==> src/design/sem_pkg.sv <==
`timescale 1ns / 1ps
package sem_pkg;
	localparam int DEF_MAX_WIDTH  = 1024;
	localparam int DEF_MAX_HEIGHT = 1024;
	localparam int CFG_W   = 11;
	localparam int PIX_W   = 8;
	localparam int GRAD_W  = 11;
	localparam int SUM_W   = 21;
	localparam int POS_W   = 10;
	localparam int CLAMP_SUM = 65281;
	localparam logic [1:0] REG_WIDTH  = 2'd0;
	localparam logic [1:0] REG_HEIGHT = 2'd1;
	typedef logic [2:0][PIX_W-1:0] pix_t;
endpackage

==> src/design/sem_sqrt.sv <==
`timescale 1ns / 1ps
module sem_sqrt (
	input  logic                              clk,
	input  logic                              arst_n,
	input  logic                              start,
	input  logic signed [sem_pkg::GRAD_W-1:0] gx [3],
	input  logic signed [sem_pkg::GRAD_W-1:0] gy [3],
	output logic                              done,
	output logic [sem_pkg::PIX_W-1:0]         mag [3]
);
	import sem_pkg::*;
	logic [SUM_W-1:0] s_q [3];
	logic [PIX_W-1:0] q_q [3];
	logic [2:0]       step_q;
	logic             busy_q;
	logic             rnd_q;

	always_ff @(posedge clk or negedge arst_n) begin
		if (!arst_n) begin
			busy_q <= 1'b0;
			rnd_q  <= 1'b0;
			step_q <= '0;
			done   <= 1'b0;
		end else begin
			done <= 1'b0;
			if (start) begin
				busy_q <= 1'b1;
				rnd_q  <= 1'b0;
				step_q <= 3'd7;
			end else if (busy_q && !rnd_q) begin
				if (step_q == 3'd0) rnd_q <= 1'b1;
				else step_q <= step_q - 3'd1;
			end else if (busy_q) begin
				busy_q <= 1'b0;
				rnd_q  <= 1'b0;
				done   <= 1'b1;
			end
		end
	end

	always_ff @(posedge clk) begin
		for (int c = 0; c < 3; c++) begin
			logic [PIX_W-1:0] t;
			logic [15:0]      tt;
			logic [16:0]      qq;
			t  = q_q[c] | (8'd1 << step_q);
			tt = 16'(t) * 16'(t);
			qq = 17'(q_q[c]) * 17'(q_q[c]) + 17'(q_q[c]);
			if (start) begin
				s_q[c] <= SUM_W'($unsigned(22'(gx[c] * gx[c]) + 22'(gy[c] * gy[c])));
				q_q[c] <= '0;
			end else if (busy_q && !rnd_q) begin
				if ({5'd0, tt} <= s_q[c]) q_q[c] <= t;
			end else if (busy_q) begin
				if (s_q[c] >= SUM_W'(CLAMP_SUM)) mag[c] <= 8'd255;
				else if (s_q[c] > {4'd0, qq}) mag[c] <= q_q[c] + 8'd1;
				else mag[c] <= q_q[c];
			end
		end
	end
endmodule

==> config.mk <==
export PLATFORM = sky130hd
export DESIGN_NAME = sem_sqrt
export DESIGN_NICKNAME = d
export VERILOG_FILES = /design/src/design/sem_pkg.sv /design/src/design/sem_sqrt.sv
export SDC_FILE = /design/constraint.sdc
export NUM_CORES = 2
export LEC_CHECK = 0
export BUFFER_PORTS_ARGS = -buffer_cell sky130_fd_sc_hd__buf_2
export CAP_MARGIN = 20
export CORE_ASPECT_RATIO = 1.25
export CORE_UTILIZATION = 40
export DETAILED_ROUTE_END_ITERATION = 8
export GPL_TIMING_DRIVEN = 1
export HOLD_SLACK_MARGIN = 0.05
export PLACE_DENSITY = 0.65
export SLEW_MARGIN = 20
export SYNTH_ARGS = -nofsm -noshare
export SYNTH_HDL_FRONTEND = slang
export SYNTH_SLANG_ARGS = --single-unit
==> constraint.sdc <==
create_clock -name clk -period 7.4 [get_ports clk]
set_input_delay 1.48 -clock clk [delete_from_list [all_inputs] [get_ports clk]]
set_output_delay 1.48 -clock clk [all_outputs]
set_load 0.005 [all_outputs]
Word level (Yosys, flattened, before mapping)
Memories as Yosys holds them, arrays and structs flattened.
Index checks and enable logic that the tools add are counted.
{"block": "word_totals", "register_bits": 30, "mem_bits_rw": 87, "inputBits": 69, "out_inout_bits": 25, "elab_cells": 92, "n_memories": 2}
{"memory": "s_q", "words": 3, "width": 21, "rd": 3, "rd_ports_with_merged_regs": 0, "wr": 3, "line": "sem_sqrt.sv:12", "text": "logic [SUM_W-1:0] s_q [3];"}
{"memory": "q_q", "words": 3, "width": 8, "rd": 3, "rd_ports_with_merged_regs": 0, "wr": 3, "line": "sem_sqrt.sv:13", "text": "logic [PIX_W-1:0] q_q [3];"}
{"block": "classes", "n_addsub": 10, "mul": 12, "magnitude_cmp": 9, "eq_ne": 3, "shift": 1, "n_mux": 32, "bitwise_logic": 8, "reduce_logical": 8}
{"op": "11-bit by 11-bit multiplier with 21-bit output", "count": 6}
{"op": "8-bit by 8-bit multiplier with 16-bit output", "count": 6}
{"op": "21-bit adder", "count": 3}
{"op": "21-bit by 16-bit >= comparator with 1-bit output (second input constant)", "count": 3}
{"op": "21-bit by 17-bit > comparator with 1-bit output", "count": 3}
{"op": "16-bit by 21-bit less-or-equal comparator with 1-bit output", "count": 3}
{"op": "16-bit by 8-bit adder with 17-bit output", "count": 3}
{"op": "8-bit 2-to-1 mux", "count": 6}
{"op": "8-bit by 1-bit adder with 8-bit output (second input constant)", "count": 3}
{"op": "8-bit bitwise OR", "count": 3}
{"op": "1-bit 2-to-1 mux", "count": 23}
{"op": "3-bit 2-to-1 mux", "count": 3}
{"op": "1-bit by 3-bit left shift with 8-bit output (first input constant)", "count": 1}
{"op": "2-bit != test (second input constant)", "count": 2}
{"op": "2-bit AND reduction", "count": 2}
{"op": "3-bit logical NOT", "count": 1}
{"op": "3-bit != test (second input constant)", "count": 1}
{"op": "1-bit bitwise OR", "count": 3}
{"op": "3-bit AND reduction", "count": 1}
{"op": "3-bit nonzero test", "count": 1}
{"op": "3-bit by 1-bit subtractor with 3-bit output (second input constant)", "count": 1}
{"op": "1-bit inverter", "count": 2}
{"op": "2-bit nonzero test", "count": 1}
{"op": "1-bit logical AND", "count": 1}
{"op": "1-bit logical NOT", "count": 1}

Depth between registers and ports, before layout
{"block": "logic_depth", "depth_word": 9, "depth_mapped": 31, "ltp_nobuf": 29}

Least setup slack after synthesis
No wires, ideal clock.
{"block": "synth_timing", "kind": "input-to-reg", "start": "input gy[21] (netlist bit)", "end": "memory s_q[1][19], in the netlist s_q[0][40], data pin", "setup_time_ns": 0.271, "arrival_ns": 7.168, "required_ns": 7.129, "slack_ns": -0.039, "cell_stages": 20, "path_buffers": 1, "cell_sequence": "clkbuf_1 nand2_1 inv_1 fa_1 fa_1 inv_1 fa_1 fa_1 fa_1 fa_1 inv_1 fa_1 ha_1 a21oi_1 o21ai_0 a21o_1 a221oi_1 o21bai_1 mux2i_1 o2111ai_1"}
{"element": "from (decl)", "line": "sem_sqrt.sv:7", "text": "input logic signed [sem_pkg::GRAD_W-1:0] gy [3],"}
{"element": "to (decl)", "line": "sem_sqrt.sv:12"}

==> flow_metrics.tcl <==
set metrics [dict create \
    boundaryPins 94 \
    portBuffers 93 \
    viasPerCell 4.86 \
    net_count_after_synthesis 5783 \
    synth_area_leaders "sky130_fd_sc_hd__fa_1 (41%), sky130_fd_sc_hd__ha_1 (16%), sky130_fd_sc_hd__inv_1 (11%)" \
    totalWireLength_um 86000 \
    cts.sinks 117 \
    placementRows 131 \
    maxClockFrequency_mhz 141 \
    clk-insertion-delay-late_ns 0.46 \
    syn_area_sq_um 41200 \
    hold-worst-slack_ns 0.560 \
    placedInstanceArea_sq_um 44200 \
    cts_buffers 17 \
    detail_route.wl_per_cell_um 14.7 \
    path_class "primary input to register" \
    gr-usage-met3_pct 1.61 \
    worst_clock_skew_ns 0.0125 \
    cts_root_buffer "sky130_fd_sc_hd__clkbuf_16" \
    core_area_sq_um 102000 \
    synth-adder-area-share_pct 57.3 \
    final_min_period_over_clock_period_pct 95.7 \
    post_synth_and_or_nand_nor_area_fraction_pct 11.6 \
    critical_path.max_fanout 3 \
    ys_ff_latch 117 \
    initialDrtViolationCount 1117 \
    ctsHoldBuffers 0 \
    stdcell_area_sq_um 44900 \
    groute.usage.overall_pct 17.6 \
    ant_nets 0 \
    antenna_violations_before_repair 1 \
    ctsHtreeMaxLevel 4 \
    setup_violations 0 \
    synth_seq_area_share_pct 8.46 \
    worstSetupStartpointType "primary input" \
    post_route_cells_drive_above_1_share_pct 7.74 \
    ff2ff_setup_slack_ns 0.43 \
    via_count 28500 \
    final_hold_violations 0 \
    drt_pass1_iterations 4 \
    post-route-min-period_ns 7.08 \
    top_usage_layer "met2" \
    post-dp-hpwl_um 76400 \
    timing.max_cap.violations 0 \
    end_kind "register" \
    wire_length_of_the_first_global_routing_pass_um 149000 \
    clkTransAtPathRegs_ns 0.06 \
    data_arrival_critical_path_ns 7.28 \
    synth_area_per_cell_sq_um 9.49 \
    synthesis.instances 4338 \
    die_height_um 361 \
    outcome "completed" \
    initial_utilization_pct 40.3 \
    synth_top_area_cell "sky130_fd_sc_hd__fa_1" \
    synth_top_family_by_area "adder cells" \
    share_of_the_synthesized_area_in_compound_gates_ao_oa_aoi_oai_pct 6.26 \
    netlist.area_leader.share_pct 41.4 \
    global_placer_s_final_weighted_congestion 0.901 \
    maxSlewViolCount 0 \
    layout-area-overhead-vs-synth_pct 9.05 \
    max-clock-path-buffers 2 \
    count_of_nets_after_finishing 5965 \
    synth_edf_count 111 \
    drt_drc 0 \
    synthesis.yosys.warnings 0 \
    grt_start_max_net_pins 75 \
    unique_cell_type_count_in_the_yosys_netlist 71 \
    cts_tree "done" \
    grtUsageMet1_pct 21.2 \
    critical_path_required_ns 7.60 \
    globalRouteMet2Util_pct 32.8 \
    worst_pin_slew_ns 1.06 \
    die_x_um 289 \
    grt-ovfl-total 0 \
    ys.flop_type "sky130_fd_sc_hd__edfxtp_1" \
    worst_slew_margin_rel_pct 29.3 \
    die_area_sq_um 104000 \
    synthArstFlopShare_pct 5.13 \
    synthXorXnorAreaFrac_pct 4.55 \
    worst_hold_path_type "register to register" \
    via_count_of_the_first_global_routing_pass 31500 \
    synthMuxAreaShare_pct 0.161 \
]
cell usage after synthesis (34+ instances only):
library cell	number
sky130_fd_sc_hd__and2_1	185
sky130_fd_sc_hd__a21oi_1	111
sky130_fd_sc_hd__nor3_1	34
sky130_fd_sc_hd__o21a_1	43
sky130_fd_sc_hd__edfxtp_1	111
sky130_fd_sc_hd__clkbuf_1	99
sky130_fd_sc_hd__nor2b_1	81
sky130_fd_sc_hd__xnor2_1	163
sky130_fd_sc_hd__nand2_1	250
sky130_fd_sc_hd__inv_1	1174
sky130_fd_sc_hd__xor2_1	51
sky130_fd_sc_hd__nor2_1	231
sky130_fd_sc_hd__nand2b_1	37
sky130_fd_sc_hd__o21ai_0	73
sky130_fd_sc_hd__fa_1	852
sky130_fd_sc_hd__ha_1	524
sky130_fd_sc_hd__a21o_1	42
final cells by class:
cell class	count	area, sq um
Tap cell	1330	1660
Timing Repair Buffer	264	1760
Antenna cell	2	5.00
Fill cell	9847	57200
Sequential cell	117	3480
Clock buffer	18	429
Clock inverter	14	209
Inverter	1174	4410
Multi-Input combinational cell	2946	32900
flip-flops by register name, summed over array words and instances (netlist names):
signal,flops
q_q,24
s_q,63
step_q,3
rnd_q,1
mag,24
busy_q,1
done,1
logic make-up (layout without fill, tap and decap cells):
family                     Yosys count  after routing
adders and majority gates         1376           1376
buffers and inverters             1275           1470
and+or+nand+nor                    959            959
AOI/OAI and AO/OA                  389            389
xor gates and xnor gates           214            214
DFF                                117            117
muxes                                6              6
other                                2              4
layout by cell type (no fill, tap or decap), drive strengths merged, types with 22 or more instances in the layout:
cell    Yosys  final
xor2       51     51
nand4      22     22
edfxtp    111    111
nor3       34     34
inv      1174   1173
nand2     250    250
or2        24     24
buf         2    264
xnor2     163    163
nand2b     37     37
a21o       42     42
nor2      231    231
a21oi     112    112
and2      185    185
fa        852    852
nor2b      81     81
o21a       43     43
nand3      24     24
o21ai      76     76
ha        524    524
layer usage:
metal / share of wire, % / up-vias
met3: 2.6 / 123
met1: 40 / 14400
met5: 0 / -
li1: - / 13500
met4: 3.0 / 0
met2: 54 / 395
final timing paths:
path,cells after the start,to,start
setup / recovery,22,s_q[0][62],gx[6]
hold / removal,1,step_q[1],step_q[1]
min in group asynchronous,1,step_q[1],arst_n
hold reg to reg,1,step_q[1],step_q[1]
max in group asynchronous,1,busy_q,arst_n
setup reg to reg,26,q_q[0][3],step_q[0]
through the flow:
step / std cells / setup WS, ns / setup TNS [ns] / util [%]
finish: 5865 / 0.320 / 0 / 44.0
global route: 5864 / -0.00130 / -0.00130 / 44.0
CTS: 5853 / 0.200 / 0 / 43.9
detailed placement: 5821 / -0.174 / -0.764 / 43.2
global placement: 5821 / -0.109 / -0.411 / 43.2
floorplan: 4338 / 0.0131 / 0 / -
worst max-delay path, stage by stage:
cell and delay [ns]:
sky130_fd_sc_hd__buf_2 0.12, sky130_fd_sc_hd__inv_1 0.14, sky130_fd_sc_hd__nor2_1 0.08, sky130_fd_sc_hd__fa_1 0.51, sky130_fd_sc_hd__inv_1 0.06, sky130_fd_sc_hd__fa_1 0.48, sky130_fd_sc_hd__fa_1 0.55, sky130_fd_sc_hd__inv_1 0.05
sky130_fd_sc_hd__fa_1 0.49, sky130_fd_sc_hd__inv_1 0.05, sky130_fd_sc_hd__fa_1 0.49, sky130_fd_sc_hd__fa_1 0.49, sky130_fd_sc_hd__inv_1 0.05, sky130_fd_sc_hd__fa_1 0.47, sky130_fd_sc_hd__ha_1 0.33, sky130_fd_sc_hd__o21a_1 0.23
sky130_fd_sc_hd__a2111oi_4 0.38, sky130_fd_sc_hd__o31ai_1 0.17, sky130_fd_sc_hd__a211oi_2 0.27, sky130_fd_sc_hd__o21ai_2 0.08, sky130_fd_sc_hd__a31oi_1 0.21, sky130_fd_sc_hd__xnor2_1 0.08
timing repair:
action,CTS,global route
hold endpoints to repair,0,0
endpoints found under the setup margin,0,51
buffers inserted,0,10
gates resized for setup,0,15
Power is left out: the tool's default activity adds up to more than one toggle a clock period on the data nets, which glitch-free logic cannot reach.
